### config.mk
export PLATFORM = sky130hd
export DESIGN_NAME = largest_fit_quantum_scheduler_top
export DESIGN_NICKNAME = d
export VERILOG_FILES = /design/src/rtl/core/lfqs_pkg.sv /design/src/rtl/core/lfqs_ram.sv /design/src/rtl/core/lfqs_sched.sv /design/src/rtl/core/lfqs_outreg.sv /design/src/rtl/core/largest_fit_quantum_scheduler_top.sv
export VERILOG_INCLUDE_DIRS = /design/src /design/src/rtl/core
export SDC_FILE = /design/constraint.sdc
export NUM_CORES = 1
export LEC_CHECK = 0
export ABC_CLOCK_PERIOD_IN_PS = 3700
export BUFFER_PORTS_ARGS = -buffer_cell sky130_fd_sc_hd__buf_2
export CORE_ASPECT_RATIO = 0.5
export CORE_MARGIN = 1.5
export CORE_UTILIZATION = 30
export CTS_BUF_LIST = sky130_fd_sc_hd__clkbuf_16
export DETAILED_ROUTE_END_ITERATION = 10
export GPL_ROUTABILITY_DRIVEN = 0
export PLACE_DENSITY = 0.48
export SLEW_MARGIN = 40
export SYNTH_ARGS = -nofsm -noshare
export SYNTH_HDL_FRONTEND = slang
export SYNTH_SLANG_ARGS = --single-unit
### constraint.sdc
create_clock -name clk -period 3.7 [get_ports clk]
set_input_delay 0.37 -clock clk [delete_from_list [all_inputs] [get_ports clk]]
set_output_delay 0.37 -clock clk [all_outputs]
set_load 0.05 [all_outputs]
### src/rtl/core/largest_fit_quantum_scheduler_top_macros.svh
// assertion macros for the largest-fit quantum scheduler
// used by largest_fit_quantum_scheduler_top; no other dependencies
`ifndef LARGEST_FIT_QUANTUM_SCHEDULER_TOP_MACROS_SVH
`define LARGEST_FIT_QUANTUM_SCHEDULER_TOP_MACROS_SVH

// check on every edge while out of reset
`define LFQS_ASSERT(lbl, clk_s, rst_n_s, prop, msg) \
  lbl: assert property (@(posedge clk_s) disable iff (!rst_n_s) prop) else $error(msg);

// check on every edge, reset included
`define LFQS_ASSERT_ALWAYS(lbl, clk_s, prop, msg) \
  lbl: assert property (@(posedge clk_s) prop) else $error(msg);

`endif

### src/rtl/core/lfqs_pkg.sv
// shared widths, codes and the result row type of the quantum scheduler
// no dependencies; used by every module of the block but lfqs_ram
package lfqs_pkg;

  // input item fields
  localparam int SLOT_W     = 4;
  localparam int LEN_W      = 6;
  localparam int QNT_W      = 6;
  localparam int IN_TDATA_W = 16;

  // configuration
  localparam int NUM_W = 5;
  localparam logic [NUM_W-1:0] NUM_PROC_RESET = 5'd16;

  // result item fields
  localparam int PN_W        = 5;
  localparam int PT_W        = 6;
  localparam int BUD_W       = 7;
  localparam int OUT_TDATA_W = 32;
  localparam int OUT_PAD_W   = OUT_TDATA_W - (PN_W + PT_W + 2 * BUD_W + 1);

  localparam logic [BUD_W-1:0] BUDGET_MAX = 7'd127;

  // item kinds carried on in_tuser
  localparam logic FUNC_LOAD    = 1'b0;
  localparam logic FUNC_QUANTUM = 1'b1;

  // one result row
  typedef struct packed {
    logic             selected;
    logic [PN_W-1:0]  process_number;
    logic [PT_W-1:0]  process_time;
    logic [BUD_W-1:0] budget;
    logic [BUD_W-1:0] remaining;
    logic             last;
    logic             all_done;
  } lfqs_row_t;

endpackage

### src/rtl/core/lfqs_ram.sv
// generic single-port-write, single-port-read ram with registered read data
// no dependencies
module lfqs_ram #(
  parameter int WIDTH = 8,
  parameter int DEPTH = 16
) (
  input  logic                              clk,
  input  logic                              we,
  input  logic [(DEPTH > 1 ? $clog2(DEPTH) : 1)-1:0] waddr,
  input  logic [WIDTH-1:0]                  wdata,
  input  logic                              re,
  input  logic [(DEPTH > 1 ? $clog2(DEPTH) : 1)-1:0] raddr,
  output logic [WIDTH-1:0]                  rdata
);

  logic [WIDTH-1:0] mem [DEPTH];

  // write port and registered read port
  always_ff @(posedge clk) begin
    if (we) begin
      mem[waddr] <= wdata;
    end
    if (re) begin
      rdata <= mem[raddr];
    end
  end

endmodule

### src/rtl/core/lfqs_sched.sv
// scheduling engine: load handling, per-pick table scan, finished flags, budget
// depends on lfqs_pkg; drives the run time ram through its memory port
module lfqs_sched #(
  parameter int MAX_PROCESSES = 16,
  parameter int TIME_BITS     = 6
) (
  input  logic                              clk,
  input  logic                              rst_n,
  // input items
  input  logic                              in_valid,
  output logic                              in_ready,
  input  logic                              in_func,
  input  logic [lfqs_pkg::SLOT_W-1:0]       in_slot,
  input  logic [lfqs_pkg::LEN_W-1:0]        in_run_length,
  input  logic [lfqs_pkg::QNT_W-1:0]        in_quantum,
  // register write
  input  logic                              cfg_valid,
  input  logic [lfqs_pkg::NUM_W-1:0]        cfg_data,
  // run time ram
  output logic                              mem_we,
  output logic [$clog2(MAX_PROCESSES)-1:0]  mem_waddr,
  output logic [TIME_BITS-1:0]              mem_wdata,
  output logic                              mem_re,
  output logic [$clog2(MAX_PROCESSES)-1:0]  mem_raddr,
  input  logic [TIME_BITS-1:0]              mem_rdata,
  // result rows
  output logic                              row_valid,
  input  logic                              row_ready,
  output lfqs_pkg::lfqs_row_t               row
);

  localparam int IDXW  = $clog2(MAX_PROCESSES);
  localparam int CNT_W = $clog2(MAX_PROCESSES + 1);
  localparam int CMP_W = (TIME_BITS > lfqs_pkg::BUD_W) ? TIME_BITS : lfqs_pkg::BUD_W;
  localparam int PNX_W = IDXW + 1;
  localparam int SUM_W = lfqs_pkg::BUD_W + 1;
  localparam logic [CNT_W-1:0] N_RESET =
    (MAX_PROCESSES < int'(lfqs_pkg::NUM_PROC_RESET)) ? CNT_W'(MAX_PROCESSES)
                                                    : CNT_W'(lfqs_pkg::NUM_PROC_RESET);

  localparam logic [1:0] ST_IDLE = 2'd0;
  localparam logic [1:0] ST_SCAN = 2'd1;
  localparam logic [1:0] ST_EMIT = 2'd2;

  logic [1:0]                  state_r, state_nxt;
  logic [CNT_W-1:0]            a_r, a_nxt;
  logic                        rd_vld_r, rd_vld_nxt;
  logic [IDXW-1:0]             rd_idx_r, rd_idx_nxt;
  logic [TIME_BITS-1:0]        best_r, best_nxt;
  logic [IDXW-1:0]             pick_r, pick_nxt;
  logic                        found_r, found_nxt;
  logic [lfqs_pkg::BUD_W-1:0]  budget_r, budget_nxt;
  logic [lfqs_pkg::BUD_W-1:0]  carry_r, carry_nxt;
  logic [MAX_PROCESSES-1:0]    fin_r, fin_nxt;
  logic [CNT_W-1:0]            n_act_r, n_act_nxt;

  logic [MAX_PROCESSES-1:0]    act_mask;
  logic [MAX_PROCESSES-1:0]    pend_vec;
  logic [MAX_PROCESSES-1:0]    pick_oh;
  logic [SUM_W-1:0]            budget_sum;
  logic [lfqs_pkg::BUD_W-1:0]  budget_sat;
  logic [lfqs_pkg::BUD_W-1:0]  after;
  logic [PNX_W-1:0]            pick_num;
  logic                        slot_ok;
  logic                        cand;
  logic                        done_sel;
  logic                        done_idle;
  logic                        stop;

  // entries below the active count take part
  always_comb begin
    for (int i = 0; i < MAX_PROCESSES; i++) begin
      act_mask[i] = (CNT_W'(i) < n_act_r);
    end
  end

  // quantum added to the carried budget, saturating
  assign budget_sum = SUM_W'(carry_r) + SUM_W'(in_quantum);
  assign budget_sat = (budget_sum > SUM_W'(lfqs_pkg::BUDGET_MAX)) ? lfqs_pkg::BUDGET_MAX
                                                                 : budget_sum[lfqs_pkg::BUD_W-1:0];

  assign slot_ok = (32'(in_slot) < MAX_PROCESSES);

  // candidate test on the entry just read
  assign cand = rd_vld_r && !fin_r[rd_idx_r] && (mem_rdata != '0) &&
                (CMP_W'(mem_rdata) <= CMP_W'(budget_r)) && (mem_rdata > best_r);

  // pick outcome
  assign pend_vec  = ~fin_r & act_mask;
  assign pick_oh   = MAX_PROCESSES'(1) << pick_r;
  assign done_sel  = ~|(pend_vec & ~pick_oh);
  assign done_idle = ~|pend_vec;
  assign after     = lfqs_pkg::BUD_W'(CMP_W'(budget_r) - CMP_W'(best_r));
  assign stop      = (after == '0) || done_sel;
  assign pick_num  = PNX_W'(pick_r) + PNX_W'(1);

  // result row for the emit state
  always_comb begin
    row.selected       = found_r;
    row.process_number = found_r ? lfqs_pkg::PN_W'(pick_num) : '0;
    row.process_time   = found_r ? lfqs_pkg::PT_W'(best_r) : '0;
    row.budget         = budget_r;
    row.remaining      = found_r ? after : budget_r;
    row.last           = found_r ? stop : 1'b1;
    row.all_done       = found_r ? done_sel : done_idle;
  end

  // sequencer: load, scan, emit
  always_comb begin
    state_nxt  = state_r;
    a_nxt      = a_r;
    rd_vld_nxt = 1'b0;
    rd_idx_nxt = rd_idx_r;
    best_nxt   = best_r;
    pick_nxt   = pick_r;
    found_nxt  = found_r;
    budget_nxt = budget_r;
    carry_nxt  = carry_r;
    fin_nxt    = fin_r;
    n_act_nxt  = n_act_r;
    mem_we     = 1'b0;
    mem_waddr  = IDXW'(in_slot);
    mem_wdata  = TIME_BITS'(in_run_length);
    mem_re     = 1'b0;
    mem_raddr  = a_r[IDXW-1:0];
    row_valid  = 1'b0;
    in_ready   = (state_r == ST_IDLE);

    case (state_r)
      ST_IDLE: begin
        if (in_valid) begin
          if (in_func == lfqs_pkg::FUNC_LOAD) begin
            if (slot_ok) begin
              mem_we                   = 1'b1;
              fin_nxt[IDXW'(in_slot)]  = 1'b0;
            end
          end else begin
            budget_nxt = budget_sat;
            a_nxt      = '0;
            best_nxt   = '0;
            pick_nxt   = '0;
            found_nxt  = 1'b0;
            state_nxt  = ST_SCAN;
          end
        end
      end
      ST_SCAN: begin
        // issue one read a cycle
        if (a_r < n_act_r) begin
          mem_re     = 1'b1;
          a_nxt      = a_r + CNT_W'(1);
          rd_vld_nxt = 1'b1;
          rd_idx_nxt = a_r[IDXW-1:0];
        end
        // keep the longest fitting entry, first one wins on ties
        if (cand) begin
          best_nxt  = mem_rdata;
          pick_nxt  = rd_idx_r;
          found_nxt = 1'b1;
        end
        if (!(a_r < n_act_r) && !rd_vld_r) begin
          state_nxt = ST_EMIT;
        end
      end
      ST_EMIT: begin
        row_valid = 1'b1;
        if (row_ready) begin
          if (found_r) begin
            fin_nxt[pick_r] = 1'b1;
            if (stop) begin
              carry_nxt = '0;
              state_nxt = ST_IDLE;
            end else begin
              budget_nxt = after;
              a_nxt      = '0;
              best_nxt   = '0;
              pick_nxt   = '0;
              found_nxt  = 1'b0;
              state_nxt  = ST_SCAN;
            end
          end else begin
            carry_nxt = budget_r;
            state_nxt = ST_IDLE;
          end
        end
      end
      default: begin
        state_nxt = ST_IDLE;
      end
    endcase

    // register write, clamped to the table size
    if (cfg_valid) begin
      n_act_nxt = (32'(cfg_data) > MAX_PROCESSES) ? CNT_W'(MAX_PROCESSES) : CNT_W'(cfg_data);
    end
  end

  // control state
  always_ff @(posedge clk) begin
    if (!rst_n) begin
      state_r  <= ST_IDLE;
      rd_vld_r <= 1'b0;
      fin_r    <= '0;
      carry_r  <= '0;
      n_act_r  <= N_RESET;
    end else begin
      state_r  <= state_nxt;
      rd_vld_r <= rd_vld_nxt;
      fin_r    <= fin_nxt;
      carry_r  <= carry_nxt;
      n_act_r  <= n_act_nxt;
    end
  end

  // scan payload
  always_ff @(posedge clk) begin
    a_r      <= a_nxt;
    rd_idx_r <= rd_idx_nxt;
    best_r   <= best_nxt;
    pick_r   <= pick_nxt;
    found_r  <= found_nxt;
    budget_r <= budget_nxt;
  end

endmodule

### src/rtl/core/lfqs_outreg.sv
// output holding register: stores one result row and packs it onto the stream
// depends on lfqs_pkg
module lfqs_outreg (
  input  logic                                clk,
  input  logic                                rst_n,
  input  logic                                row_valid,
  output logic                                row_ready,
  input  lfqs_pkg::lfqs_row_t                 row,
  output logic                                out_tvalid,
  input  logic                                out_tready,
  // process_number, process_time, budget, remaining, all_done, zero pad
  output logic [lfqs_pkg::OUT_TDATA_W-1:0]    out_tdata,
  // selected
  output logic                                out_tuser,
  output logic                                out_tlast
);

  logic                vld_r;
  lfqs_pkg::lfqs_row_t row_r;

  // slot is free when empty or being drained
  assign row_ready = !vld_r || out_tready;

  always_ff @(posedge clk) begin
    if (!rst_n) begin
      vld_r <= 1'b0;
    end else if (row_ready) begin
      vld_r <= row_valid;
    end
  end

  always_ff @(posedge clk) begin
    if (row_ready && row_valid) begin
      row_r <= row;
    end
  end

  // stream packing
  assign out_tvalid = vld_r;
  assign out_tdata  = {{lfqs_pkg::OUT_PAD_W{1'b0}}, row_r.all_done, row_r.remaining,
                       row_r.budget, row_r.process_time, row_r.process_number};
  assign out_tuser  = row_r.selected;
  assign out_tlast  = row_r.last;

endmodule

### src/rtl/core/largest_fit_quantum_scheduler_top.sv
// Largest-fit quantum scheduler. A load item (in_tuser = 0) writes one run time into
// the table. A quantum item (in_tuser = 1) is turned into result rows: each row costs
// one scan of the active table through the single read port of the run time ram, and
// the input stays closed from the acceptance of a quantum until its last row has been
// taken by the output register, and longer while the result stream stalls. One
// finished row waits in the output register while the next scan runs. Reset needs no
// clearing pass; reading a slot never loaded gives undefined rows.
//
// depends on lfqs_pkg, lfqs_ram, lfqs_sched, lfqs_outreg and the assertion macro header
`include "largest_fit_quantum_scheduler_top_macros.svh"

module largest_fit_quantum_scheduler_top #(
  parameter int MAX_PROCESSES = 16,
  parameter int TIME_BITS     = 6
) (
  input  logic                             clk,
  input  logic                             rst_n,
  // input items
  input  logic                             in_tvalid,
  output logic                             in_tready,
  // slot, run_length, quantum
  input  logic [lfqs_pkg::IN_TDATA_W-1:0]  in_tdata,
  // func
  input  logic                             in_tuser,
  // result items
  output logic                             out_tvalid,
  input  logic                             out_tready,
  // process_number, process_time, budget, remaining, all_done, zero pad
  output logic [lfqs_pkg::OUT_TDATA_W-1:0] out_tdata,
  // selected
  output logic                             out_tuser,
  output logic                             out_tlast,
  // num_processes register
  input  logic                             cfg_valid,
  output logic                             cfg_ready,
  input  logic [lfqs_pkg::NUM_W-1:0]       cfg_data
);

  localparam int IDXW = $clog2(MAX_PROCESSES);

  logic                        mem_we;
  logic [IDXW-1:0]             mem_waddr;
  logic [TIME_BITS-1:0]        mem_wdata;
  logic                        mem_re;
  logic [IDXW-1:0]             mem_raddr;
  logic [TIME_BITS-1:0]        mem_rdata;
  logic                        row_valid;
  logic                        row_ready;
  lfqs_pkg::lfqs_row_t         row;
  logic [lfqs_pkg::SLOT_W-1:0] in_slot;
  logic [lfqs_pkg::LEN_W-1:0]  in_run_length;
  logic [lfqs_pkg::QNT_W-1:0]  in_quantum;
  logic                        q_take;
  logic                        idle_row_ok;
  logic                        pick_ok;
  logic                        done_pick;

  // input unpacking
  assign in_slot       = in_tdata[lfqs_pkg::SLOT_W-1:0];
  assign in_run_length = in_tdata[lfqs_pkg::SLOT_W +: lfqs_pkg::LEN_W];
  assign in_quantum    = in_tdata[lfqs_pkg::SLOT_W + lfqs_pkg::LEN_W +: lfqs_pkg::QNT_W];

  assign cfg_ready = 1'b1;

  // run time table
  lfqs_ram #(
    .WIDTH (TIME_BITS),
    .DEPTH (MAX_PROCESSES)
  ) u_ram (
    .clk   (clk),
    .we    (mem_we),
    .waddr (mem_waddr),
    .wdata (mem_wdata),
    .re    (mem_re),
    .raddr (mem_raddr),
    .rdata (mem_rdata)
  );

  // scheduling engine
  lfqs_sched #(
    .MAX_PROCESSES (MAX_PROCESSES),
    .TIME_BITS     (TIME_BITS)
  ) u_sched (
    .clk           (clk),
    .rst_n         (rst_n),
    .in_valid      (in_tvalid),
    .in_ready      (in_tready),
    .in_func       (in_tuser),
    .in_slot       (in_slot),
    .in_run_length (in_run_length),
    .in_quantum    (in_quantum),
    .cfg_valid     (cfg_valid),
    .cfg_data      (cfg_data),
    .mem_we        (mem_we),
    .mem_waddr     (mem_waddr),
    .mem_wdata     (mem_wdata),
    .mem_re        (mem_re),
    .mem_raddr     (mem_raddr),
    .mem_rdata     (mem_rdata),
    .row_valid     (row_valid),
    .row_ready     (row_ready),
    .row           (row)
  );

  // result register
  lfqs_outreg u_outreg (
    .clk        (clk),
    .rst_n      (rst_n),
    .row_valid  (row_valid),
    .row_ready  (row_ready),
    .row        (row),
    .out_tvalid (out_tvalid),
    .out_tready (out_tready),
    .out_tdata  (out_tdata),
    .out_tuser  (out_tuser),
    .out_tlast  (out_tlast)
  );

  // terms used by the checks
  assign q_take      = in_tvalid && in_tready && (in_tuser == lfqs_pkg::FUNC_QUANTUM);
  assign idle_row_ok = row.last && (row.remaining == row.budget) && (row.process_number == '0);
  assign pick_ok     = (row.process_time != '0) && (row.remaining < row.budget);
  assign done_pick   = row_valid && row.selected && row.all_done;

  // a quantum closes the input until its rows are done
  `LFQS_ASSERT(a_quantum_blocks, clk, rst_n, q_take |=> !in_tready, "input open after a quantum")
  // an idle row ends the quantum and keeps the budget
  `LFQS_ASSERT_ALWAYS(a_idle_row, clk, (row_valid && !row.selected) |-> idle_row_ok, "bad idle row")
  // a pick always spends time it had
  `LFQS_ASSERT_ALWAYS(a_pick_spends, clk, (row_valid && row.selected) |-> pick_ok, "pick over budget")
  // finishing every process ends the quantum
  `LFQS_ASSERT_ALWAYS(a_done_last, clk, done_pick |-> row.last, "all done without last")

endmodule
Yosys cells after proc, flatten, opt, wreduce, memory -nomap -nowiden
Memories as Yosys holds them, arrays and structs flattened. A register that Yosys moved wholly into a read port is not among the register bits.
Index checks and enable logic that the tools add are counted.
- word-level logic and storage cells: 167
- register bits: 87
- input port bits: 27
- memories kept: 1
- RAM bits: 96
- output and inout port bits: 37
- memory list (memory ; words ; bits a word ; read ports ; clocked after memory_dff ; wr ports ; RTL line ; text):
    u_ram.mem ; 16 ; 6 ; 1 ; 1 ; 1 ; lfqs_ram.sv:16 ; logic [WIDTH-1:0] mem [DEPTH];
- add/sub/neg operators: 4
- magnitude comparators: 26
- muxes and demuxes: 66
- bitwise gates (word level): 7
- shift operators: 1
- equality and inequality tests: 12
- reduce and logical (&&, ||, !) cells: 31
- operator list (operator ; number):
    16-bit 2-to-1 mux ; 4
    7-bit 2-to-1 mux ; 9
    16-bit AND ; 3
    16-bit inverter ; 3
    4-bit by 5-bit < comparator with 1-bit output (first input constant) ; 8
    6-bit 2-to-1 mux ; 6
    5-bit 2-to-1 mux ; 7
    16-bit one-hot mux with 2 select lines ; 1
    16-bit OR reduction ; 2
    4-bit 2-to-1 mux ; 6
    3-bit by 5-bit < comparator with 1-bit output (first input constant) ; 4
    1-bit 2-to-1 mux ; 20
    6-bit one-hot mux with 3 select lines ; 1
    16-bit bitwise OR ; 1
    1-bit by 4-bit left shift with 16-bit output (first input constant) ; 1
    4-bit by 5-bit < comparator with 1-bit output (second input constant) ; 3
    5-bit one-hot mux with 3 select lines ; 1
    7-bit one-hot mux with 2 select lines ; 1
    7-bit AND reduction ; 2
    2-bit by 1-bit inequality test with 1-bit output (second input constant) ; 6
    4-bit one-hot mux with 3 select lines ; 1
    1-bit by 5-bit < comparator with 1-bit output (first input constant) ; 2
    2-bit by 5-bit < comparator with 1-bit output (first input constant) ; 2
    5-bit AND reduction ; 2
    30 further kinds ; 51

Depth between registers and ports, before layout
Gate-level depths: netlist of run 1.
- word-level depth: 10
- gate-level depth with buffers: 11
- mapped depth without buffers: 11

Hierarchy
Synthesis of run 1 repeated with hierarchy kept, for this count alone.
- cells, all modules: 723
- area, all modules: 9287.7 um2
- by module, submodules not included (module ; cells each ; area an instance (um2) ; instances ; seq. area each (um2)):
    lfqs_sched ; 503 ; 4374.2 ; 1 ; 1431.4
    lfqs_ram ; 178 ; 3955.0 ; 1 ; 3062.9
    lfqs_outreg ; 40 ; 947.2 ; 1 ; 860.8
    largest_fit_quantum_scheduler_top ; 2 ; 11.3 ; 1 ; 0.0

Least setup slack after synthesis of run 1
OpenSTA, ideal clock, no wires.
- path kind: register to register
- start: register u_sched.budget_r[0] (netlist name)
- end: register u_sched.best_r[0] (enable)
- stages on the path, launching flop included: 12
- data required time: 3.320 ns
- data arrival time: 2.680 ns
- path slack: 0.640 ns
- period minus slack after synthesis: 3.060 ns
- library setup time: 0.380 ns
- path buffers: 0
- cells stage by stage: edfxtp_1 -> inv_1 -> ha_1 -> fa_1 -> nor2b_1 -> o31a_1 -> or4b_1 -> nand3_1 -> nor4b_2 -> a21oi_2 -> nand2_2 -> a21boi_1
- cells in the longest elaborated chain, start to end: 5
- elaborated cells between the ends (all ways): 9
- those cells by class: add/sub (1); order compare (1); eq/ne (2); reduce/logical (5)
- RTL lines (item ; RTL line ; text):
    start: declaration ; lfqs_sched.sv:52 ; logic [lfqs_pkg::BUD_W-1:0] budget_r, budget_nxt;
    start signal: assignment ; lfqs_sched.sv:222 ; budget_r <= budget_nxt;
    7-bit by 6-bit subtractor with 7-bit output or 6-bit by 7-bit <= comparator with 1-bit output (tied branches) ; lfqs_sched.sv:93, lfqs_sched.sv:86 ;
    7-bit logical NOT or 1-bit logical AND (tied branches) ; lfqs_sched.sv:94, lfqs_sched.sv:85 ;
    1-bit logical OR or 1-bit logical AND (tied branches) ; lfqs_sched.sv:94, lfqs_sched.sv:86 ;
    2-bit inequality test (no line) or 2-bit by 1-bit inequality test with 1-bit output (tied branches) ; -- ;
    7-bit AND reduction (no line) (*) ; -- ;
    end signal: assignment ; lfqs_sched.sv:219 ; best_r <= best_nxt;
    end: declaration ; lfqs_sched.sv:49 ; logic [TIME_BITS-1:0] best_r, best_nxt;
Every way passes the cells marked *; elsewhere a longest branch is shown, timed or not.
A chain may end at the register's enable or synchronous reset.

Final worst setup path of run 1
- start: register u_sched.budget_r[0] (netlist name)
- end: register u_sched.budget_r[5] (netlist name) (enable)
- cells in the longest elaborated chain, start to end: 5
- RTL lines (item ; RTL line ; text):
    7-bit by 6-bit subtractor with 7-bit output ; lfqs_sched.sv:93 ; assign after = lfqs_pkg::BUD_W'(CMP_W'(budget_r) - CMP_W'(best_r));
    7-bit logical NOT ; lfqs_sched.sv:94 ; assign stop = (after == '0) || done_sel;
    1-bit logical OR ; lfqs_sched.sv:94 ;
    2-bit inequality test (no line) ; -- ;
    6-bit AND reduction (no line) ; -- ;
Every way passes these cells.

==> insert_results.sql, run 1 <==
INSERT INTO impl_metrics (metric_group, metric, value, unit) VALUES
('status', 'run_status', 'finished, final reports clean', ''),
('timing', 'max_freq', '291', 'MHz'),
('cts', 'cts-htree-levels', '4', ''),
('job', 'max_cap_violations', '0', ''),
('synthesis', 'synth.area.top_cells', 'sky130_fd_sc_hd__edfxtp_1, sky130_fd_sc_hd__mux4_2, sky130_fd_sc_hd__dfxtp_1, sky130_fd_sc_hd__ha_1, sky130_fd_sc_hd__a21oi_1', ''),
('synthesis', 'synthesis.instances', '705', ''),
('timing', 'max_slew_margin', '46.5', '%'),
('floorplanning', 'io_pins', '64', ''),
('timing', 'timing.final.crit_period', '3440', 'ps'),
('placement', 'detailed_place_hpwl', '16400', 'um'),
('floorplanning', 'die_h', '127', 'um'),
('setup_path', 'r2r-end', 'u_sched.budget_r[5]', ''),
('floorplanning', 'initial_core_util', '31.0', '%'),
('global_routing', 'globalRouteTotalUtil', '14.8', '%'),
('floorplanning', 'die_x', '250', 'um'),
('synthesis', 'syn-mean-instance-area', '13.0', 'um^2'),
('synthesis', 'post_synthesis_cell_area', '0.00915', 'mm^2'),
('setup_path', 'timing.rr.start', 'u_sched.budget_r[0]', ''),
('cts', 'clkLatencyLatePin', '450', 'ps'),
('cts', 'cts_post_setup_buffers_inserted', '0', ''),
('cells_and_area', 'nFillCells', '2890', ''),
('global_routing', 'first_global_vias', '5767', ''),
('cells_and_area', 'nets', '833', ''),
('pwr', 'ratio_of_total_power_to_cell_area', '701', 'mW/mm^2'),
('global_routing', 'grt_overflow_total', '0', ''),
('worst_hold_path', 'min_path_cells', '3', ''),
('timing', 'final-hold-violation-count', '0', ''),
('cts', 'cts_tree', 'yes', ''),
('timing', 'worstMarginPinSlew', '797', 'ps'),
('setup_path', 'critical_path.endpoint_type', 'register', ''),
('setup_path', 'worstPathMaxFanout', '7', ''),
('timing', 'final_total_negative_setup_slack', '0', 'ps'),
('synthesis', 'synth_async_sr_flop_share', '0', '%'),
('setup_path', 'critical_path_class', 'register to register', ''),
('worst_hold_path', 'whs_endpoint', 'u_sched.n_act_r[4]', ''),
('cts', 'clk_path_buf_depth', '2', ''),
('pwr', 'peakVddDrop', '0.285', 'mV'),
('cts', 'post_cts_resized', '0', ''),
('synthesis', 'synth_top_cell_by_area', 'sky130_fd_sc_hd__edfxtp_1', ''),
('worst_hold_path', 'hold_path.class', 'input pin to register', ''),
('route', 'num_vias', '5963', ''),
('route', 'routedWlPerCell', '19.4', 'um'),
('cells_and_area', 'antenna_cells_inserted', '0', ''),
('pwr', 'power.static_leakage', '0.00368', 'uW'),
('setup_path', 'timing.reg2reg.setup_slack', '260', 'ps'),
('synthesis', 'synth-seq-cells', '189', ''),
('floorplanning', 'rows', '44', ''),
('synthesis', 'synth_flop_cell', 'sky130_fd_sc_hd__edfxtp_1', ''),
('timing', 'grt_setup_unrepaired', 'false', ''),
('synthesis', 'netlist_top_cells_count', 'sky130_fd_sc_hd__edfxtp_1, sky130_fd_sc_hd__nor2_1, sky130_fd_sc_hd__a21oi_1, sky130_fd_sc_hd__nand2_1, sky130_fd_sc_hd__ha_1', ''),
('timing', 'finalSetupViolCount', '0', ''),
('timing', 'post-route-worst-setup-slack', '260', 'ps'),
('synthesis', 'synth.lib_cells_used.distinct', '75', ''),
('global_routing', 'grt_max_degree', '31', ''),
('route', 'drt_drc_violations_left', '0', ''),
('floorplanning', 'fp.dieArea', '0.0316', 'mm^2'),
('synthesis', 'share_of_the_yosys_chip_area_belonging_to_registers', '58.5', '%'),
('route', 'detail-route-antenna-nets', '0', ''),
('floorplanning', 'core_area', '0.0295', 'mm^2'),
('cells_and_area', 'syn_to_final_growth', '14.2', '%'),
('timing', 'slew_violations', '0', ''),
('cells_and_area', 'layout-drive-gt1-share', '18.8', '%'),
('route', 'vias_per_cell', '5.10', ''),
('route', 'drt_iter0_markers', '457', ''),
('global_routing', 'global_route_wire_length_before_repair', '34900', 'um'),
('cts', 'cts_root_buffer', 'sky130_fd_sc_hd__clkbuf_16', ''),
('synthesis', 'synth_top_cell_area_share', '51.5', '%'),
('cts', 'cts.sink_count', '189', ''),
('synthesis', 'synth_enable_flop_cells', '157', ''),
('placement', 'placement.io_buffers', '56', ''),
('pwr', 'power.total', '7330', 'uW');
-- metal layers --
metal  share of wire (%)  vias to the layer above  GRT usage [%]
met2                  45                      163           22.0
met3                 5.4                       26           4.23
met1                  49                     2974           20.9
li1                    -                     2800              -
met4                 1.2                        0           4.17
met5                   0                        -              0
-- flip-flops by register name, indices dropped and copies added (netlist names), 2 cells and up --
signal / count
u_sched.state_r: 2
u_sched.budget_r: 7
u_ram.rdata: 6
u_sched.rd_idx_r: 4
u_sched.pick_r: 4
u_sched.a_r: 5
u_outreg.out_tdata: 26
u_sched.best_r: 6
u_ram.mem: 96
u_sched.carry_r: 7
u_sched.n_act_r: 5
u_sched.fin_r: 16
-- where the power goes --
group | internal (uW) | switching, uW
logic | 1010 | 1600
registers | 2690 | 242
clock network | 897 | 895
-- kinds of logic after synthesis --
family                     after synthesis  share of synthesized area (%)
and+or+nand+nor                        202                           11.3
adders and majority gates               42                           5.88
AOI/OAI and AO/OA                      148                           10.6
xor gates and xnor gates                10                          0.957
DFF                                    189                           58.5
other                                    2                         0.0821
muxes                                   40                           9.12
buffers and inverters                   72                           3.62
-- cells in the final DEF (no fill, tap or decap), types with 16 or more instances in the layout --
cell type / n
sky130_fd_sc_hd__edfxtp_1: 157
sky130_fd_sc_hd__nor2_1: 56
sky130_fd_sc_hd__buf_2: 56
sky130_fd_sc_hd__a21oi_1: 44
sky130_fd_sc_hd__nand2_1: 41
sky130_fd_sc_hd__ha_1: 39
sky130_fd_sc_hd__inv_1: 36
sky130_fd_sc_hd__mux4_2: 32
sky130_fd_sc_hd__dfxtp_1: 32
sky130_fd_sc_hd__o21ai_0: 26
sky130_fd_sc_hd__and2_1: 18
sky130_fd_sc_hd__nand3_1: 17
sky130_fd_sc_hd__clkbuf_16: 17
sky130_fd_sc_hd__buf_4: 16
-- worst max-delay path, cell delays in order, from the launching register on --
cell,delay (ps)
sky130_fd_sc_hd__edfxtp_1,430
sky130_fd_sc_hd__inv_1,90
sky130_fd_sc_hd__ha_1,240
sky130_fd_sc_hd__fa_1,440
sky130_fd_sc_hd__nor2b_1,180
sky130_fd_sc_hd__o31a_1,180
sky130_fd_sc_hd__or4b_1,120
sky130_fd_sc_hd__nand3_1,130
sky130_fd_sc_hd__nor4b_2,220
sky130_fd_sc_hd__a21oi_2,160
sky130_fd_sc_hd__nand2_2,80
sky130_fd_sc_hd__buf_4,170
sky130_fd_sc_hd__o31ai_2,640
-- area by class of cell --
type | count | area [um^2] | area share (%)
flip-flops and latches | 189 | 5360 | 51.2
multi-input cells | 449 | 3490 | 33.4
well taps | 391 | 489 | 4.68
inverters | 36 | 135 | 1.29
repair buffers | 72 | 400 | 3.83
clock buffers | 17 | 425 | 4.07
clock inverters | 15 | 158 | 1.51
-- metrics by stage --
stage	std cells	hold slack [ps]	util (%)	area [um^2]
floorplan	710	455	-	9170
global placement	1137	481	33.4	9860
detailed placement	1137	490	33.4	9870
finish	1169	215	35.4	10500
global route	1169	253	35.4	10500
CTS	1169	202	35.4	10500
-- worst max-delay path by stage --
| stage | startpoint | to | depth (start not counted) | slack (ps) |
|---|---|---|---|---|
| 6_report | u_sched.budget_r[0] | u_sched.budget_r[5] | 12 | 260 |
| 3_3_place_gp | u_sched.budget_r[1] | u_sched.best_r[2] | 9 | 250 |
| 3_5_place_dp | u_sched.budget_r[0] | u_sched.budget_r[3] | 12 | 300 |
| 4_1_cts | u_sched.budget_r[0] | u_sched.budget_r[3] | 12 | 280 |
| 5_1_grt | u_sched.best_r[1] | u_sched.budget_r[2] | 11 | 40 |
| 2_1_floorplan | u_sched.budget_r[0] | u_sched.best_r[0] | 11 | 640 |
Power figures use the tool's default switching activity.
==> inputs of run 2 (changes only) <==
--- a/config.mk
+++ b/config.mk
@@ -7,14 +7,14 @@
 export NUM_CORES = 1
 export LEC_CHECK = 0
 export ABC_CLOCK_PERIOD_IN_PS = 3700
-export BUFFER_PORTS_ARGS = -buffer_cell sky130_fd_sc_hd__buf_2
+export BUFFER_PORTS_ARGS = -buffer_cell sky130_fd_sc_hd__buf_4
 export CORE_ASPECT_RATIO = 0.5
 export CORE_MARGIN = 1.5
 export CORE_UTILIZATION = 30
 export CTS_BUF_LIST = sky130_fd_sc_hd__clkbuf_16
 export DETAILED_ROUTE_END_ITERATION = 10
 export GPL_ROUTABILITY_DRIVEN = 0
-export PLACE_DENSITY = 0.48
+export PLACE_DENSITY = 0.51
 export SLEW_MARGIN = 40
 export SYNTH_ARGS = -nofsm -noshare
 export SYNTH_HDL_FRONTEND = slang
==> run 2 against run 1 <==
Worst hold slack worse by 28 ps. Clock power hardly changed. Final cell count stayed put. Global-route usage hardly changed. Via count is 0.42% lower. Clock skew is 2.7 ps lower. Design area is 1.3% higher. Sequential power hardly changed. Clock-buffer cell count stayed put. Fmax is 0.64% higher. Largest cell class unchanged.
==> insert_results.sql, run 2 (synthesized netlist as in run 1, its figures left out) <==
INSERT INTO impl_metrics (metric_group, metric, value, unit) VALUES
('global_routing', 'number_of_antenna_violations_at_the_first_check_in_global_routing', '0', ''),
('route', 'drt_iter0_markers', '436', ''),
('route', 'tritonroute_pass_1_iters', '5', ''),
('cts', 'cts_root_buffer', 'sky130_fd_sc_hd__clkbuf_16', ''),
('setup_path', 'critical_path.endpoint_type', 'register', ''),
('setup_path', 'cp_slowest_cell', 'sky130_fd_sc_hd__o31ai_2', ''),
('placement', 'placement.io_buffers', '56', ''),
('cells_and_area', 'layout-drive-gt1-share', '18.8', '%'),
('cts', 'cts-htree-levels', '4', ''),
('pwr', 'ratio_of_total_power_to_cell_area', '696', 'mW/mm^2'),
('cts', 'post_cts_resized', '0', ''),
('cells_and_area', 'largest_register_ff_count', '96', ''),
('route', 'vias_per_cell', '5.08', ''),
('setup_path', 'path_delay_family', 'compound AO/OA/AOI/OAI gates', ''),
('worst_hold_path', 'hold_path.class', 'input pin to register', ''),
('timing', 'worstMarginPinSlew', '804', 'ps'),
('timing', 'finalSetupViolCount', '0', ''),
('route', 'route.final.wire_length', '22600', 'um'),
('setup_path', 'critical_path_class', 'register to register', ''),
('setup_path', 'crit_path_frequent_cell', 'sky130_fd_sc_hd__o21a_1', ''),
('route', 'routedWlPerCell', '19.4', 'um'),
('placement', 'detailed_place_hpwl', '16300', 'um'),
('cts', 'cts_post_setup_buffers_inserted', '0', ''),
('setup_path', 'timing.critical_path.cells', 'inv_1 -> ha_1 -> nor2b_1 -> o21a_1 -> o21a_1 -> o311ai_1 -> nor4b_2 -> a21oi_2 -> nand2_2 -> buf_4 -> o31ai_2', ''),
('setup_path', 'worstPathMaxFanout', '7', ''),
('timing', 'finClkSkew', '12.7', 'ps'),
('timing', 'timing.final.crit_period', '3420', 'ps'),
('cts', 'cts-buffers-inserted', '17', ''),
('cells_and_area', 'nets', '833', ''),
('route', 'drt_drc_violations_left', '0', ''),
('global_routing', 'grt_overflow_total', '0', ''),
('job', 'max_cap_violations', '0', ''),
('timing', 'max_slew_margin', '46.1', '%'),
('global_routing', 'grt_max_degree', '29', ''),
('timing', 'grt_setup_unrepaired', 'false', ''),
('pwr', 'power.total', '7370', 'uW'),
('status', 'run_status', 'finished, final reports clean', ''),
('floorplanning', 'die_h', '127', 'um'),
('cts', 'clk_path_buf_depth', '2', ''),
('floorplanning', 'rows', '44', ''),
('timing', 'timing.final.crit_share', '92.4', '%'),
('global_routing', 'first_global_vias', '5924', ''),
('setup_path', 'timing.critical_path.slowest_cell_delay', '640', 'ps'),
('setup_path', 'cp_data_required_time', '3780', 'ps'),
('cts', 'clkSlewWorstSetupHoldPaths', '70', 'ps'),
('cells_and_area', 'syn_to_final_growth', '15.6', '%'),
('route', 'detail-route-antenna-nets', '0', ''),
('cells_and_area', 'layout.cells.most_common_list', 'sky130_fd_sc_hd__edfxtp_1, sky130_fd_sc_hd__buf_4, sky130_fd_sc_hd__nor2_1', ''),
('floorplanning', 'fp.dieArea', '0.0316', 'mm^2'),
('setup_path', 'timing.reg2reg.setup_slack', '280', 'ps'),
('timing', 'final_total_negative_setup_slack', '0', 'ps'),
('cts', 'hold_buffers', '0', ''),
('floorplanning', 'io_pins', '64', ''),
('cells_and_area', 'layout_commonest_cell', 'sky130_fd_sc_hd__edfxtp_1', ''),
('global_routing', 'globalRouteTotalUtil', '14.8', '%'),
('floorplanning', 'core_area', '0.0295', 'mm^2'),
('setup_path', 'setup.worst_path.start_class', 'register', ''),
('cts', 'clkLatencyLatePin', '450', 'ps'),
('timing', 'slew_violations', '0', ''),
('cts', 'cts.sink_count', '189', ''),
('floorplanning', 'initial_core_util', '31.0', '%'),
('cells_and_area', 'antenna_cells_inserted', '0', ''),
('setup_path', 'worstPathArrival', '3500', 'ps'),
('timing', 'final-hold-violation-count', '0', ''),
('timing', 'max_freq', '293', 'MHz'),
('cells_and_area', 'regMostFlops', 'u_ram.mem', ''),
('global_routing', 'global_route_wire_length_before_repair', '35000', 'um'),
('route', 'num_vias', '5938', ''),
('pwr', 'power.static_leakage', '0.00372', 'uW'),
('setup_path', 'crit_buf_inv', '2', ''),
('floorplanning', 'die_x', '250', 'um'),
('cts', 'cts_tree', 'yes', ''),
('pwr', 'peakVddDrop', '0.287', 'mV');
[run 2: cell types whose count changed in the layout (fill, tap and decap cells not counted)]
cell,change
sky130_fd_sc_hd__buf_2,-56
sky130_fd_sc_hd__buf_4,+56
sky130_fd_sc_hd__inv_6,+3
sky130_fd_sc_hd__clkinv_4,-2
sky130_fd_sc_hd__clkinv_1,+1
sky130_fd_sc_hd__clkinv_8,-1
sky130_fd_sc_hd__inv_1,-1
[run 2: metrics by stage]
| step | instance area (um^2) | hold slack [ps] | utilization [%] | instances | setup slack (ps) |
|---|---|---|---|---|---|
| floorplan | 9170 | 455 | - | 710 | 640 |
| global placement | 10000 | 479 | 33.9 | 1137 | 288 |
| detailed placement | 10000 | 485 | 33.9 | 1137 | 290 |
| CTS | 10600 | 167 | 35.9 | 1169 | 261 |
| global route | 10600 | 194 | 35.9 | 1169 | 30.0 |
| finish | 10600 | 187 | 35.9 | 1169 | 281 |
[run 2: worst reg2reg max path: cells and delay by family, from the launching register on]
family	cells	cell delay (ps)
buf+inv	2	300
flops	1	400
compound gates	5	1740
fa+ha+maj	1	240
simple gates	3	370
[run 2: layout make-up]
type	instances	area, um^2
clock buffers	17	425
clock inverters	15	150
fillers	2867	18900
inverters	36	135
multi-input cells	449	3490
flip-flops and latches	189	5360
well taps	391	489
repair buffers	72	541
[run 2: worst paths after layout]
kind | startpoint | end | cells after the start
max | u_sched.best_r[1] | u_sched.budget_r[3] | 11
min | cfg_data[4] | u_sched.n_act_r[4] | 3
max reg2reg | u_sched.best_r[1] | u_sched.budget_r[3] | 11
min reg2reg | u_sched.carry_r[3] | u_sched.carry_r[3] | 2
[run 2: report_power, final]
part	switching [uW]	leakage, uW	total [uW]	internal, uW
clock	891	0.000282	1790	896
combinational	1590	0.00174	2630	1040
sequential	253	0.00170	2950	2690
[run 2: per-layer routing]
layer  share of wire (%)  track usage [%]  vias to the layer above
li1                    -                -                     2794
met1                  49             20.4                     2964
met2                  45             23.1                      157
met3                 4.8             3.47                       23
met4                 1.4             4.78                        0
met5                   0                0                        -
==> inputs of run 3 (changes only) <==
--- a/config.mk
+++ b/config.mk
@@ -14,7 +14,8 @@
 export CTS_BUF_LIST = sky130_fd_sc_hd__clkbuf_16
 export DETAILED_ROUTE_END_ITERATION = 10
 export GPL_ROUTABILITY_DRIVEN = 0
-export PLACE_DENSITY = 0.51
+export PLACE_DENSITY = 0.47
+export SETUP_SLACK_MARGIN = 0.1
 export SLEW_MARGIN = 40
 export SYNTH_ARGS = -nofsm -noshare
 export SYNTH_HDL_FRONTEND = slang
==> run 3 against run 2 <==
Via count grew 0.69%. Fmax grew 2.1%. Non-clock buffer count shrank 1. Critical path type unchanged. Clock skew grew 5.3 ps. Largest power group unchanged. Flip-flop and latch count is the same. Largest cell class unchanged. Critical endpoint is now u_sched.a_r[3]. Sequential power is essentially flat. Final cell count is essentially flat. Worst hold slack lost 0.85 ps. Design area grew 0.54%.
==> insert_results.sql, run 3 (synthesized netlist as in run 1, its figures left out) <==
INSERT INTO impl_metrics (metric_group, metric, value, unit) VALUES
('worst_hold_path', 'hold_path.class', 'input pin to register', ''),
('cts', 'clkSlewWorstSetupHoldPaths', '80', 'ps'),
('timing', 'worstMarginPinSlew', '840', 'ps'),
('cts', 'clk_path_buf_depth', '2', ''),
('timing', 'finClkSkew', '17.9', 'ps'),
('cells_and_area', 'seq_area', '0.00536', 'mm^2'),
('timing', 'max_slew_margin', '43.6', '%'),
('setup_path', 'critical_path_class', 'register to register', ''),
('global_routing', 'global_route_wire_length_before_repair', '36300', 'um'),
('timing', 'max_freq', '299', 'MHz'),
('route', 'vias_per_cell', '5.12', ''),
('route', 'route.final.wire_length', '23100', 'um'),
('job', 'max_cap_violations', '0', ''),
('cells_and_area', 'regMostFlops', 'u_ram.mem', ''),
('route', 'tritonroute_pass_1_iters', '7', ''),
('timing', 'timing.final.crit_period', '3350', 'ps'),
('cells_and_area', 'nets', '832', ''),
('placement', 'detailed_place_hpwl', '16600', 'um'),
('cells_and_area', 'syn_to_final_growth', '16.3', '%'),
('floorplanning', 'die_h', '127', 'um'),
('cells_and_area', 'layout-drive-gt1-share', '18.9', '%'),
('cts', 'cts-buffers-inserted', '17', ''),
('cts', 'cts_root_buffer', 'sky130_fd_sc_hd__clkbuf_16', ''),
('global_routing', 'first_global_vias', '6071', ''),
('route', 'drt_drc_violations_left', '0', ''),
('timing', 'final.hold.worst_slack', '186', 'ps'),
('pwr', 'fraction_of_power_consumed_by_the_clock_network', '25.5', '%'),
('timing', 'finalSetupViolCount', '0', ''),
('timing', 'timing.final.crit_share', '90.5', '%'),
('floorplanning', 'initial_core_util', '31.0', '%'),
('floorplanning', 'die_x', '250', 'um'),
('route', 'num_vias', '5979', ''),
('worst_hold_path', 'min_path_cells', '3', ''),
('cts', 'cts_tree', 'yes', ''),
('route', 'drt_iter0_markers', '511', ''),
('cts', 'clkLatencyLatePin', '460', 'ps'),
('cts', 'cts-htree-levels', '4', ''),
('cts', 'cts.sink_count', '189', ''),
('cells_and_area', 'layout_commonest_cell', 'sky130_fd_sc_hd__edfxtp_1', ''),
('timing', 'final_total_negative_setup_slack', '0', 'ps'),
('pwr', 'power.share.switching', '37.7', '%'),
('global_routing', 'number_of_antenna_violations_at_the_first_check_in_global_routing', '0', ''),
('cells_and_area', 'multiInputGateArea', '0.00350', 'mm^2'),
('pwr', 'portion_of_total_power_attributed_to_combinational_logic', '35.0', '%'),
('timing', 'final-hold-violation-count', '0', ''),
('cells_and_area', 'final_standard_cell_count_with_taps_included_and_fillers_excluded', '1168', ''),
('pwr', 'power.static_leakage', '0.00373', 'uW'),
('status', 'run_status', 'finished, final reports clean', ''),
('pwr', 'ratio_of_total_power_to_cell_area', '704', 'mW/mm^2'),
('cts', 'cts_post_setup_buffers_inserted', '0', ''),
('cells_and_area', 'largest_register_ff_count', '96', ''),
('placement', 'placedCellCount', '1136', ''),
('cells_and_area', 'layout.cells.most_common_list', 'sky130_fd_sc_hd__edfxtp_1, sky130_fd_sc_hd__buf_4, sky130_fd_sc_hd__nor2_1', ''),
('route', 'routedWlPerCell', '19.8', 'um'),
('timing', 'grt_setup_unrepaired', 'false', ''),
('cells_and_area', 'fin_util', '36.1', '%'),
('floorplanning', 'rows', '44', ''),
('global_routing', 'grt_overflow_total', '0', ''),
('timing', 'slew_violations', '0', ''),
('global_routing', 'globalRouteTotalUtil', '15.4', '%'),
('placement', 'placement.io_buffers', '56', ''),
('setup_path', 'cp_data_required_time', '3780', 'ps'),
('pwr', 'peakVddDrop', '0.328', 'mV'),
('cells_and_area', 'antenna_cells_inserted', '0', ''),
('floorplanning', 'fp.dieArea', '0.0316', 'mm^2'),
('pwr', 'share_of_total_power_in_sequential_cells', '39.5', '%'),
('pwr', 'power.net_switching', '2820', 'uW'),
('floorplanning', 'core_area', '0.0295', 'mm^2'),
('setup_path', 'worstPathArrival', '3430', 'ps'),
('global_routing', 'grt_max_degree', '31', ''),
('pwr', 'intPower', '4660', 'uW'),
('setup_path', 'critical_path.endpoint_type', 'register', ''),
('route', 'detail-route-antenna-nets', '0', ''),
('floorplanning', 'io_pins', '64', ''),
('setup_path', 'worst_r2r_path_depth', '10', ''),
('setup_path', 'setup.worst_path.start_class', 'register', ''),
('cells_and_area', 'nFillCells', '2860', ''),
('setup_path', 'worstPathMaxFanout', '5', '');
[run 3: per-stage QoR]
| stage | worst slack [ps] | power (uW) | instance area, um^2 |
|---|---|---|---|
| 5_1_grt | 220 | 7940 | 10600 |
| 6_report | 352 | 7490 | 10600 |
| 3_5_place_dp | 294 | 5650 | 10000 |
| 3_3_place_gp | 331 | 5640 | 10000 |
| 2_1_floorplan | 640 | 4780 | 9170 |
| 4_1_cts | 218 | 7560 | 10600 |
[run 3: path summary, 6_finish.rpt]
| check | from | to | slack (ps) |
|---|---|---|---|
| min reg2reg | u_sched.carry_r[3] | u_sched.carry_r[3] | 500 |
| max | u_sched.budget_r[1] | u_sched.a_r[3] | 350 |
| min | cfg_data[4] | u_sched.n_act_r[4] | 190 |
| max reg2reg | u_sched.budget_r[1] | u_sched.a_r[3] | 350 |
[run 3: final cells by class]
type	count	share of cell area [%]
clock buffers	17	4.00
clock inverters	15	1.94
inverters	36	1.27
multi-input cells	449	32.9
flip-flops and latches	189	50.3
well taps	391	4.60
repair buffers	71	5.01
[run 3: worst max-delay path: stages (launching register included)]
cell                       delay [ps]
sky130_fd_sc_hd__edfxtp_1         470
sky130_fd_sc_hd__ha_1             320
sky130_fd_sc_hd__nor2b_1          130
sky130_fd_sc_hd__o21a_1           190
sky130_fd_sc_hd__o21a_1           190
sky130_fd_sc_hd__o311ai_1         550
sky130_fd_sc_hd__nor4b_2          160
sky130_fd_sc_hd__a21oi_2          180
sky130_fd_sc_hd__nand2_2           80
sky130_fd_sc_hd__buf_4            170
sky130_fd_sc_hd__o22ai_1          550
[run 3: per-layer routing]
metal	GRT usage, %	up-vias	part of all wire, %
met5	0	-	0
li1	-	2803	-
met2	22.8	181	44
met4	5.56	0	1.8
met1	21.9	2967	49
met3	3.69	28	5.0
[run 3: what timing repair did]
action	CTS	global route
hold buffers	0	0
setup endpoints to repair	0	7
resized for setup	0	1
[run 3: power by group through the flow]
stage | clock network (uW) | logic [uW] | registers, uW
after global routing | 2040 | 2890 | 3000
after CTS | 1950 | 2650 | 2970
final | 1910 | 2620 | 2960
after global placement | 0 | 2630 | 3010
after floorplan | 0 | 1750 | 3020
after detailed placement | 0 | 2630 | 3010
